===== src/extended_gcd_bezout_macros.svh =====
// Assertion macros shared by the extended GCD block.
`ifndef EXTENDED_GCD_BEZOUT_MACROS_SVH
`define EXTENDED_GCD_BEZOUT_MACROS_SVH

// Check a property on the rising clock, quiet while reset is asserted.
`define EGB_ASSERT(label, prop, msg) \
  label: assert property (@(posedge clk) disable iff (!rst_n) (prop)) else $error(msg);

// Check a property on every rising clock, reset included.
`define EGB_ASSERT_ALWAYS(label, prop, msg) \
  label: assert property (@(posedge clk) (prop)) else $error(msg);

`endif


===== src/egb_pkg.sv =====
// Package for the extended GCD block: default width and sequencer states.
package egb_pkg;

  // Default operand width in bits
  localparam int unsigned DATA_WIDTH_DEF = 31;

  // Sequencer states
  typedef enum logic [2:0] {
    ST_IDLE,
    ST_CHECK,
    ST_GROW,
    ST_SHRINK,
    ST_DONE
  } egb_state_t;

endpackage


===== src/egb_if.sv =====
// Valid/ready channel interfaces for operand and result words.
interface egb_in_if #(
  parameter int unsigned DATA_WIDTH = egb_pkg::DATA_WIDTH_DEF
);
  logic                  valid;
  logic                  ready;
  logic [DATA_WIDTH-1:0] first_value;
  logic [DATA_WIDTH-1:0] second_value;

  modport source (output valid, output first_value, output second_value, input ready);
  modport sink   (input valid, input first_value, input second_value, output ready);
endinterface

interface egb_out_if #(
  parameter int unsigned DATA_WIDTH = egb_pkg::DATA_WIDTH_DEF
);
  logic                       valid;
  logic                       ready;
  logic        [DATA_WIDTH-1:0] divisor_result;
  logic signed [DATA_WIDTH:0]   coeff_first;
  logic signed [DATA_WIDTH:0]   coeff_second;

  modport source (output valid, output divisor_result, output coeff_first,
                  output coeff_second, input ready);
  modport sink   (input valid, input divisor_result, input coeff_first,
                  input coeff_second, output ready);
endinterface


===== src/extended_gcd_bezout.sv =====
// Extended Euclidean algorithm: gcd of two operands plus Bezout coefficients.
//
// Usage: an operand word (first_value a, second_value b) enters on in_ch when
// valid and ready are both high. One result word leaves on out_ch holding
// divisor_result = gcd(a, b) and signed coeff_first x, coeff_second y with
// a*x + b*y = gcd. b == 0 gives gcd = a, x = 1, y = 0 (both zero: gcd 0).
// in_ch.ready is high only while the sequencer is idle; one word is worked at
// a time. Each division step runs on one shared shift/subtract unit: the
// divisor is shifted up one place a cycle until it passes the remainder, then
// walked back down, subtracting (and updating both coefficient pairs) once a
// cycle. The sum of log2 q over the quotients q of a run is at most DATA_WIDTH.
// The result sits in an output register: the next word is accepted while it
// waits, and a stalled receiver only holds the sequencer at its final state.
// Reset (rst_n low, synchronous) empties the output register and returns the
// sequencer to idle.
module extended_gcd_bezout #(
  parameter int unsigned DATA_WIDTH = egb_pkg::DATA_WIDTH_DEF
) (
  input  logic      clk,
  input  logic      rst_n,
  egb_in_if.sink    in_ch,
  egb_out_if.source out_ch
);

  localparam int unsigned CW = DATA_WIDTH + 1;
  localparam int unsigned KW = (DATA_WIDTH > 2) ? $clog2(DATA_WIDTH) : 1;
  localparam logic [KW-1:0] K_MAX = KW'(DATA_WIDTH - 1);

  egb_pkg::egb_state_t state_r, state_nxt;

  // Remainder pair, coefficient pairs, shift count
  logic [DATA_WIDTH-1:0] r0_r, r0_nxt, r1_r, r1_nxt;
  logic [CW-1:0]         s0_r, s0_nxt, s1_r, s1_nxt;
  logic [CW-1:0]         t0_r, t0_nxt, t1_r, t1_nxt;
  logic [KW-1:0]         k_r, k_nxt;

  // Output register
  logic                  out_valid_r;
  logic [DATA_WIDTH-1:0] out_gcd_r;
  logic [CW-1:0]         out_x_r, out_y_r;

  logic                  in_fire;
  logic                  out_load;
  logic                  grow_ok;
  logic                  sub_ok;
  logic [DATA_WIDTH-1:0] r0_grow_shr, r0_shr;
  logic [DATA_WIDTH-1:0] r_diff;
  logic [CW-1:0]         s_diff, t_diff;

  assign in_fire  = in_ch.valid && in_ch.ready;
  assign out_load = (state_r == egb_pkg::ST_DONE) && (!out_valid_r || out_ch.ready);

  // Shared unit: compare divisor against shifted remainder, shifted subtract
  assign r0_grow_shr = r0_r >> (k_r + KW'(1));
  assign r0_shr      = r0_r >> k_r;
  assign grow_ok     = (k_r < K_MAX) && (r1_r <= r0_grow_shr);
  assign sub_ok      = (r1_r <= r0_shr);
  assign r_diff      = sub_ok ? (r0_r - (r1_r << k_r)) : r0_r;
  assign s_diff      = sub_ok ? (s0_r - (s1_r << k_r)) : s0_r;
  assign t_diff      = sub_ok ? (t0_r - (t1_r << k_r)) : t0_r;

  // Next state
  always_comb begin
    state_nxt = state_r;
    unique case (state_r)
      egb_pkg::ST_IDLE: begin
        if (in_fire) state_nxt = egb_pkg::ST_CHECK;
      end
      egb_pkg::ST_CHECK: begin
        state_nxt = (r1_r == '0) ? egb_pkg::ST_DONE : egb_pkg::ST_GROW;
      end
      egb_pkg::ST_GROW: begin
        if (!grow_ok) state_nxt = egb_pkg::ST_SHRINK;
      end
      egb_pkg::ST_SHRINK: begin
        if (k_r == '0) state_nxt = egb_pkg::ST_CHECK;
      end
      egb_pkg::ST_DONE: begin
        if (out_load) state_nxt = egb_pkg::ST_IDLE;
      end
      default: state_nxt = egb_pkg::ST_IDLE;
    endcase
  end

  // Datapath updates per state
  always_comb begin
    r0_nxt = r0_r;
    r1_nxt = r1_r;
    s0_nxt = s0_r;
    s1_nxt = s1_r;
    t0_nxt = t0_r;
    t1_nxt = t1_r;
    k_nxt  = k_r;
    unique case (state_r)
      egb_pkg::ST_IDLE: begin
        r0_nxt = in_ch.first_value;
        r1_nxt = in_ch.second_value;
        s0_nxt = CW'(1);
        s1_nxt = '0;
        t0_nxt = '0;
        t1_nxt = CW'(1);
      end
      egb_pkg::ST_CHECK: begin
        k_nxt = '0;
      end
      egb_pkg::ST_GROW: begin
        if (grow_ok) k_nxt = k_r + KW'(1);
      end
      egb_pkg::ST_SHRINK: begin
        if (k_r == '0) begin
          // quotient complete: rotate the pairs
          r0_nxt = r1_r;
          r1_nxt = r_diff;
          s0_nxt = s1_r;
          s1_nxt = s_diff;
          t0_nxt = t1_r;
          t1_nxt = t_diff;
        end else begin
          r0_nxt = r_diff;
          s0_nxt = s_diff;
          t0_nxt = t_diff;
          k_nxt  = k_r - KW'(1);
        end
      end
      egb_pkg::ST_DONE: begin
        k_nxt = k_r;
      end
      default: k_nxt = k_r;
    endcase
  end

  // Control registers
  always_ff @(posedge clk) begin
    if (!rst_n) begin
      state_r     <= egb_pkg::ST_IDLE;
      out_valid_r <= 1'b0;
    end else begin
      state_r <= state_nxt;
      if (out_load) begin
        out_valid_r <= 1'b1;
      end else if (out_ch.ready) begin
        out_valid_r <= 1'b0;
      end
    end
  end

  // Datapath and output payload registers
  always_ff @(posedge clk) begin
    r0_r <= r0_nxt;
    r1_r <= r1_nxt;
    s0_r <= s0_nxt;
    s1_r <= s1_nxt;
    t0_r <= t0_nxt;
    t1_r <= t1_nxt;
    k_r  <= k_nxt;
    if (out_load) begin
      out_gcd_r <= r0_r;
      out_x_r   <= s0_r;
      out_y_r   <= t0_r;
    end
  end

  // Port outputs
  always_comb begin
    in_ch.ready           = (state_r == egb_pkg::ST_IDLE);
    out_ch.valid          = out_valid_r;
    out_ch.divisor_result = out_gcd_r;
    out_ch.coeff_first    = $signed(out_x_r);
    out_ch.coeff_second   = $signed(out_y_r);
  end

`include "extended_gcd_bezout_macros.svh"

  `EGB_ASSERT(a_accept_check, in_fire |=> state_r == egb_pkg::ST_CHECK, "accept did not start a run")
  `EGB_ASSERT(a_div_nonzero, (state_r == egb_pkg::ST_GROW || state_r == egb_pkg::ST_SHRINK) |-> r1_r != '0, "division by zero divisor")
  `EGB_ASSERT(a_shift_bound, state_r == egb_pkg::ST_SHRINK |-> k_r <= K_MAX, "shift count out of range")
  `EGB_ASSERT_ALWAYS(a_load_free, out_load |-> (!out_valid_r || out_ch.ready), "result overwrote a pending word")

endmodule

===== src/flat_wrapper.sv =====
// flat-port wrapper written by rule: the top's interface ports become plain ports
module extended_gcd_bezout_flat 
#(
  parameter int unsigned DATA_WIDTH = egb_pkg::DATA_WIDTH_DEF
)
  (clk, rst_n, in_ch_valid, in_ch_first_value, in_ch_second_value, in_ch_ready, out_ch_valid, out_ch_divisor_result, out_ch_coeff_first, out_ch_coeff_second, out_ch_ready);
  egb_in_if #(.DATA_WIDTH(DATA_WIDTH)) in_ch_i ();
  egb_out_if #(.DATA_WIDTH(DATA_WIDTH)) out_ch_i ();
  input  logic clk;
  input  logic rst_n;
  input wire logic [$bits(in_ch_i.valid)-1:0] in_ch_valid;
  input wire logic [$bits(in_ch_i.first_value)-1:0] in_ch_first_value;
  input wire logic [$bits(in_ch_i.second_value)-1:0] in_ch_second_value;
  output wire logic [$bits(in_ch_i.ready)-1:0] in_ch_ready;
  output wire logic [$bits(out_ch_i.valid)-1:0] out_ch_valid;
  output wire logic [$bits(out_ch_i.divisor_result)-1:0] out_ch_divisor_result;
  output wire logic [$bits(out_ch_i.coeff_first)-1:0] out_ch_coeff_first;
  output wire logic [$bits(out_ch_i.coeff_second)-1:0] out_ch_coeff_second;
  input wire logic [$bits(out_ch_i.ready)-1:0] out_ch_ready;
  assign in_ch_i.valid = in_ch_valid;
  assign in_ch_i.first_value = in_ch_first_value;
  assign in_ch_i.second_value = in_ch_second_value;
  assign in_ch_ready = in_ch_i.ready;
  assign out_ch_valid = out_ch_i.valid;
  assign out_ch_divisor_result = out_ch_i.divisor_result;
  assign out_ch_coeff_first = out_ch_i.coeff_first;
  assign out_ch_coeff_second = out_ch_i.coeff_second;
  assign out_ch_i.ready = out_ch_ready;
  extended_gcd_bezout #(.DATA_WIDTH(DATA_WIDTH)) u_core (.clk(clk), .rst_n(rst_n), .in_ch(in_ch_i), .out_ch(out_ch_i));
endmodule

===== config.mk =====
export PLATFORM = sky130hd
export DESIGN_NAME = extended_gcd_bezout_flat
export DESIGN_NICKNAME = d
export VERILOG_FILES = /design/src/egb_pkg.sv /design/src/egb_if.sv /design/src/extended_gcd_bezout.sv /design/src/flat_wrapper.sv
export VERILOG_INCLUDE_DIRS = /design/src /design/src/src
export SDC_FILE = /design/constraint.sdc
export NUM_CORES = 1
export LEC_CHECK = 0
export ABC_AREA = 1
export BUFFER_PORTS_ARGS = -buffer_cell sky130_fd_sc_hd__buf_2
export CAP_MARGIN = 0
export CELL_PAD_IN_SITES_DETAIL_PLACEMENT = 2
export CELL_PAD_IN_SITES_GLOBAL_PLACEMENT = 2
export CORE_MARGIN = 2
export CORE_UTILIZATION = 32
export DETAILED_ROUTE_END_ITERATION = 6
export GPL_ROUTABILITY_DRIVEN = 0
export HOLD_SLACK_MARGIN = 0.15
export PLACE_DENSITY_LB_ADDON = 0.1
export SLEW_MARGIN = 20
export SYNTH_ARGS = -nofsm -noshare
export SYNTH_HDL_FRONTEND = slang
export SYNTH_SLANG_ARGS = --single-unit

===== constraint.sdc =====
create_clock -name clk -period 9.3 [get_ports clk]
set_input_delay 2.79 -clock clk [delete_from_list [all_inputs] [get_ports clk]]
set_output_delay 2.79 -clock clk [all_outputs]
set_load 0.005 [all_outputs]

==> summary.txt, run 1 <==
Synthesis
  • Cells after Synth: 3,931
  • Async set-reset flop share out of synthesis: 0
  • Post-synth top area share: 0.3252
  • Synth top area cells: edfxtp_1, nand2_1, ha_1, nand3_1, o21ai_0
  • List of most frequent post-synthesis cells: nand2_1, nand3_1, o21ai_0, nor2_1, edfxtp_1
  • Prevailing post-synth register cell: edfxtp_1
  • Dominant cell by count in the synthesized netlist: nand2_1
  • Cell variety after synth: 61
  • Syn Area/Cell: between 6 and 7 µm²
  • Largest area contributor in the netlist: edfxtp_1
  • Syn Nets: approximately 4,200
  • YS warnings: 0
  • Mapped cell area: 26,780 µm²
  • Number of enable flip-flop cells after synthesis: slightly below 300
  • Seq/Total Area, Yosys: 0.3282
  • Number of synthesized register bits: between 200 and 300

Routing
  • DRT iter0 DRCs: about 2,200
  • DR vias/cell: 5.608
  • Via count: 28,510
  • Detail Route Antenna Nets: 0
  • DRT Pass-1 Iters: 5
  • Drt wl/cell: between 20 and 30 µm
  • DR DRC count: 0
  • Aggregate routed wire length: ~130 mm

Setup path
  • Reg2Reg Launch Point: u_core.k_r[0]$_DFFE_PP_
  • Crit Path Class: reg2reg
  • Worst endpoint required time: roughly 9600 ps
  • Worst R2R End: u_core.r0_r[6]$_DFFE_PP_
  • Reg2Reg Depth: 23
  • Arrival time worst endpoint: between 6000 and 7000 ps
  • Startpoint types: flop
  • FF-to-FF setup slack: 3140 ps
  • CP max FO: 90
  • Crit. End Element: flop

Placed design
  • Placed inst area: roughly 28,000 µm²
  • Place WS: 3291 ps
  • Buffers added on ports: 162
  • HPWL after DPL: between 90 and 100 mm

Timing
  • Min Hold Slack: a little under 500 ps
  • Final min period: around 6000 ps
  • Layout Skew: roughly 25 ps
  • Final worst path period share: 0.6620
  • Relative slew slack: 0.3080
  • Setup ws final: about 3100 ps
  • Setup TNS: 0 ps
  • Worst slew pin tran: a little over 1000 ps
  • Setup Viol. Count Final: 0
  • Max Freq: 162.4 MHz
  • RSZ-0062 raised after global routing: false
  • Hold Fails Final Rpt: 0
  • Max-slew violation count: 0

Global route
  • Total GRT Usage: 0.2971
  • Initial antenna violation count: 6
  • Global route overflow: 0
  • First-pass GRT wire length: roughly 190 mm
  • Largest net degree at the start of global routing: 91
  • Vias in the first global route: ~30,000

Floorplan
  • Die X: between 200 and 300 µm
  • Die area: about 86,000 µm²
  • IO Count: 163
  • Die height: between 200 and 300 µm
  • FP Rows: roughly 110
  • Initial core utilization: 0.3215
  • Core ar.: approximately 83,000 µm²

Clock network
  • Post-cts gate resize count: 0
  • Cts bufs inserted: 40
  • Clk slew on worst S/H paths: ~70 ps
  • CTS Root Cell: clkbuf_16
  • Setup Buffers After CTS: 0
  • Worst skew pair latency: about 590 ps
  • H-tree depth: 2
  • Cts hold-fix bufs: 0
  • Num Clock Sinks: between 200 and 300
  • Longest Clk Path Bufs: 3
  • TritonCTS clock tree: yes

Layout
  • Nets@finish: around 4,200
  • Layout cells sized above 1: 0.07917
  • Layout fillers: 10,110
  • Post-route cell area: around 30,000 µm²
  • Layout area overhead: 10.77%
  • Diode count: 0

Status
  • Outcome: finished clean

Min path
  • Hold Path End: u_core.out_ch.divisor_result[0]$_DFFE_PP_
  • Hold Path Origin: u_core.r0_r[0]$_DFFE_PP_
  • Hold path depth: 0
  • Hold Path Class: reg2reg

Run
  • Max-cap check violation count: 0
[layout make-up]
type	count	area, µm²	share of cell area
multi-input cells	3156	15920	0.5367
flip-flops and latches	294	8788	0.2963
well taps	1080	1351	0.04556
repair buffers	197	1099	0.03704
inverters	283	1074	0.03619
clock buffers	43	1012	0.03412
clock inverters	31	417.9	0.01409
[stage by stage]
step,cells,utilization
global route,5084,0.3561
CTS,5084,0.3561
floorplan,3931,-
finish,5084,0.3561
detailed placement,5010,0.3390
global placement,5009,0.3387
[placed cells by master (no fill, tap or decap), types with 11 or more instances in the layout]
cell type,instances
o21a_1,11
o22ai_1,22
buf_2,162
a21oi_1,230
o211ai_1,18
nand3_1,336
nor3_1,20
nor4_1,12
o21bai_1,18
inv_1,270
ha_1,156
nand2_1,1348
mux2i_1,21
edfxtp_1,290
xnor2_1,37
clkbuf_16,40
or2_2,20
or2_1,40
xor2_1,14
o21ai_1,71
buf_4,33
nand4_1,28
a31oi_1,21
o21ai_0,316
a22oi_1,30
nor2_1,302
[layer usage]
metal  vias to the layer above  global-route usage  share of wire
met5                         -                   0        0.00010
met4                         2             0.08263          0.029
met3                       171             0.04508          0.052
met2                       662              0.4725           0.45
met1                     14310              0.4177           0.47
li1                      13370                   -              -
[sequential cells by signal (all words and copies together), names as in the netlist]
name / cells
u_core.out_ch.valid: 1
u_core.out_ch.divisor_result: 31
u_core.t0_r: 32
u_core.state_r: 3
u_core.s0_r: 32
u_core.t1_r: 32
u_core.k_r: 5
u_core.r1_r: 31
u_core.out_ch.coeff_first: 32
u_core.r0_r: 31
u_core.s1_r: 32
u_core.out_ch.coeff_second: 32
[worst max-delay path, stage by stage, from the launching register on]
cell,delay (ps)
edfxtp_1,390
buf_4,640
buf_4,730
nand2_1,190
nand3_1,130
o21ai_0,130
o21ai_0,290
nand2_1,80
o21ai_0,190
o21ai_0,180
ha_1,360
nand2_1,110
nor2_1,140
o21ai_0,100
nand2_1,80
nand2_1,50
nand2_1,60
nand2_1,50
nand2_1,140
nand2_8,380
inv_2,780
o21ai_0,240
nand2_1,110
nand3_1,80
[logic make-up (layout without fill, tap and decap cells)]
group	after synthesis	after routing	synth area share
DFF	294	294	0.3282
muxes	21	21	0.007850
xor gates and xnor gates	53	53	0.01733
AOI/OAI and AO/OA	785	785	0.1620
adders and majority gates	159	159	0.07513
buffers and inverters	481	554	0.07962
and+or+nand+nor	2138	2138	0.3298
[how the worst max path moves through the flow]
stage,start,cells after the start,endpoint,slack (ps)
after global placement,u_core.k_r[0]$_DFFE_PP_,20,u_core.t0_r[2]$_SDFFCE_PN0P_,3510
after floorplan,out_ch_ready,2,u_core.out_ch.coeff_first[0]$_DFFE_PP_,2220
after global routing,u_core.k_r[0]$_DFFE_PP_,23,u_core.r0_r[6]$_DFFE_PP_,2640
after detailed placement,u_core.k_r[0]$_DFFE_PP_,20,u_core.t0_r[2]$_SDFFCE_PN0P_,3290
after CTS,u_core.k_r[0]$_DFFE_PP_,20,u_core.t0_r[2]$_SDFFCE_PN0P_,3260
final,u_core.k_r[0]$_DFFE_PP_,23,u_core.r0_r[6]$_DFFE_PP_,3140
Power of run 1 is not shown: default switching activity piles up to over one toggle a cycle in this logic, so the estimate is an artifact.
==> inputs of run 2 (changes only) <==
- clock period: 9.3 -> 5.32 ns (I/O delays scaled with it)
==> summary.txt, run 2 (synthesis gave the netlist of run 1 again) <==
Status
  • Outcome: finished clean

Clock network
  • Worst skew pair latency: 610 ps (+20 ps)
  • CTS Root Cell: clkbuf_16
  • H-tree depth: 2 (unchanged)
  • Num Clock Sinks: 294 (unchanged)
  • Cts hold-fix bufs: 0 (unchanged)
  • Post-cts gate resize count: 0 (unchanged)
  • Setup Buffers After CTS: 0 (unchanged)
  • TritonCTS clock tree: yes
  • Clk slew on worst S/H paths: 60 ps (about the same)
  • Longest Clk Path Bufs: 3 (unchanged)
  • Cts bufs inserted: 40 (unchanged)

Setup path
  • CP max FO: 90 (unchanged)
  • Crit-path cells: inv_4 > buf_4 > a21oi_1 > nand2_1 > o21ai_1 > nand2_1 > nand2_1 > o211ai_1 > o21ai_0 > ha_1 > nand2_1 > nor2_1 > nand2_1 > nor3_1 > nand4_1 > nand2_8 > buf_12 > nand3_1 > nand3_1 > nand2_1
  • CP most frequent cell: nand2_1
  • Crit. End Element: flop
  • Crit-path leading delay family: simple AND/OR/NAND/NOR gates
  • WP depth: 20 (-13%)
  • Crit Path Class: reg2reg
  • Arrival time worst endpoint: 5250 ps (-1240 ps)
  • CP max stage cell: edfxtp_1
  • Reg2Reg Depth: 20 (-13%)
  • Crit path buffers/inverters: 3 (unchanged)
  • Worst endpoint required time: 5660 ps (-3970 ps)
  • Startpoint types: flop
  • CP peak stage delay: 480 ps (-300 ps)

Placed design
  • HPWL after DPL: 98.29 mm (+2.2%)
  • Place WS: 429.7 ps (-2861 ps)
  • Buffers added on ports: 162 (unchanged)

Floorplan
  • Initial core utilization: 0.3215 (unchanged)
  • Die X: 293.3 µm (unchanged)
  • Die height: 293.3 µm (unchanged)
  • Die area: 86,010 µm² (unchanged)
  • FP Rows: 106 (unchanged)
  • IO Count: 163 (unchanged)
  • Core ar.: 83,290 µm² (unchanged)

Timing
  • Hold Fails Final Rpt: 0 (unchanged)
  • RSZ-0062 raised after global routing: false
  • Final worst path period share: 0.9220 (+0.2600)
  • Final min period: 4905 ps (-1252 ps)
  • Layout Skew: 34.55 ps (+9.273 ps)
  • Worst slew pin tran: 1030 ps (-8.117 ps)
  • Setup ws final: 414.8 ps (-2728 ps)
  • Max-slew violation count: 0 (unchanged)
  • Relative slew slack: 0.3134 (+0.005412)
  • Min Hold Slack: 504.4 ps (+12.45 ps)
  • Setup TNS: 0 ps (unchanged)
  • Max Freq: 203.9 MHz (+26%)
  • Setup Viol. Count Final: 0 (unchanged)

Global route
  • M3 GR Usage: 0.04554 (+0.0004539)
  • Routing usage on met2: 0.4705 (-0.001965)
  • GRT met1 Usage: 0.4192 (+0.001473)
  • Most Crowded Layer GR: met2
  • Initial antenna violation count: 6 (unchanged)
  • Total GRT Usage: 0.2963 (-0.0007665)
  • Largest net degree at the start of global routing: 114 (+25%)
  • First-pass GRT wire length: 192.0 mm (about the same)
  • Vias in the first global route: 29,460 (-1.4%)
  • Global route overflow: 0 (unchanged)

Layout
  • Layout cells sized above 1: 0.08321 (+0.004038)
  • Layout area overhead: 11.11%
  • Final core utilization: 0.3572 (+0.001082)
  • Nets@finish: 4,223 (+0.62%)
  • Most common cell after layout, fill and taps aside: nand2_1
  • Most frequent cells in the layout: nand2_1, nand3_1, o21ai_0, nor2_1, edfxtp_1

Routing
  • DRT iter0 DRCs: 1,963 (-11%)
  • Via count: 28,600 (+0.29%)
  • DRT Pass-1 Iters: 5 (unchanged)
  • DR vias/cell: 5.598 (-0.18%)
  • Detail Route Antenna Nets: 0 (unchanged)
  • Drt wl/cell: 25.32 µm (-0.44%)
  • Aggregate routed wire length: 129.3 mm (about the same)
  • DR DRC count: 0 (unchanged)

Min path
  • Hold path depth: 0 (unchanged)
  • Hold Path Class: reg2reg

Run
  • Max-cap check violation count: 0 (unchanged)
## run 2: cell types whose count changed in the layout (fill, tap and decap cells not counted), sizes merged
cell / delta
inv: -1
clkinvlp: -1
diode: +2
buf: +26
clkbuf: +3
clkinv: +1
bufinv: -6
## run 2: path summary, 6_finish.rpt
path	startpoint	endpoint	slack (ps)
max	u_core.k_r[0]$_DFFE_PP_	u_core.s0_r[25]$_SDFFCE_PN0P_	410
min reg2reg	u_core.t0_r[9]$_SDFFCE_PN0P_	u_core.out_ch.coeff_second[9]$_DFFE_PP_	500
max reg2reg	u_core.k_r[0]$_DFFE_PP_	u_core.s0_r[25]$_SDFFCE_PN0P_	410
min	u_core.t0_r[9]$_SDFFCE_PN0P_	u_core.out_ch.coeff_second[9]$_DFFE_PP_	500
## run 2: area by class of cell
cell class,count,area (µm²)
fill,10160,53540
multi-input combinational,3156,15920
sequential,294,8788
timing repair buffer,223,1369
tap,1080,1351
inverter,283,1072
clock buffer,46,1023
clock inverter,24,222.7
antenna,2,5.005
## run 2: through the flow
step	cells	cell area, µm²
CTS	5106	29750
finish	5108	29750
floorplan	3931	26790
detailed placement	5036	28500
global placement	5036	28500
global route	5106	29750
## run 2: per-layer routing
metal | share of wire | routed length [µm]
met5 | 0.00018 | 23
met4 | 0.026 | 3415
met3 | 0.057 | 7351
met2 | 0.45 | 57830
met1 | 0.47 | 60690
Power of run 2 is left out for the same reason.
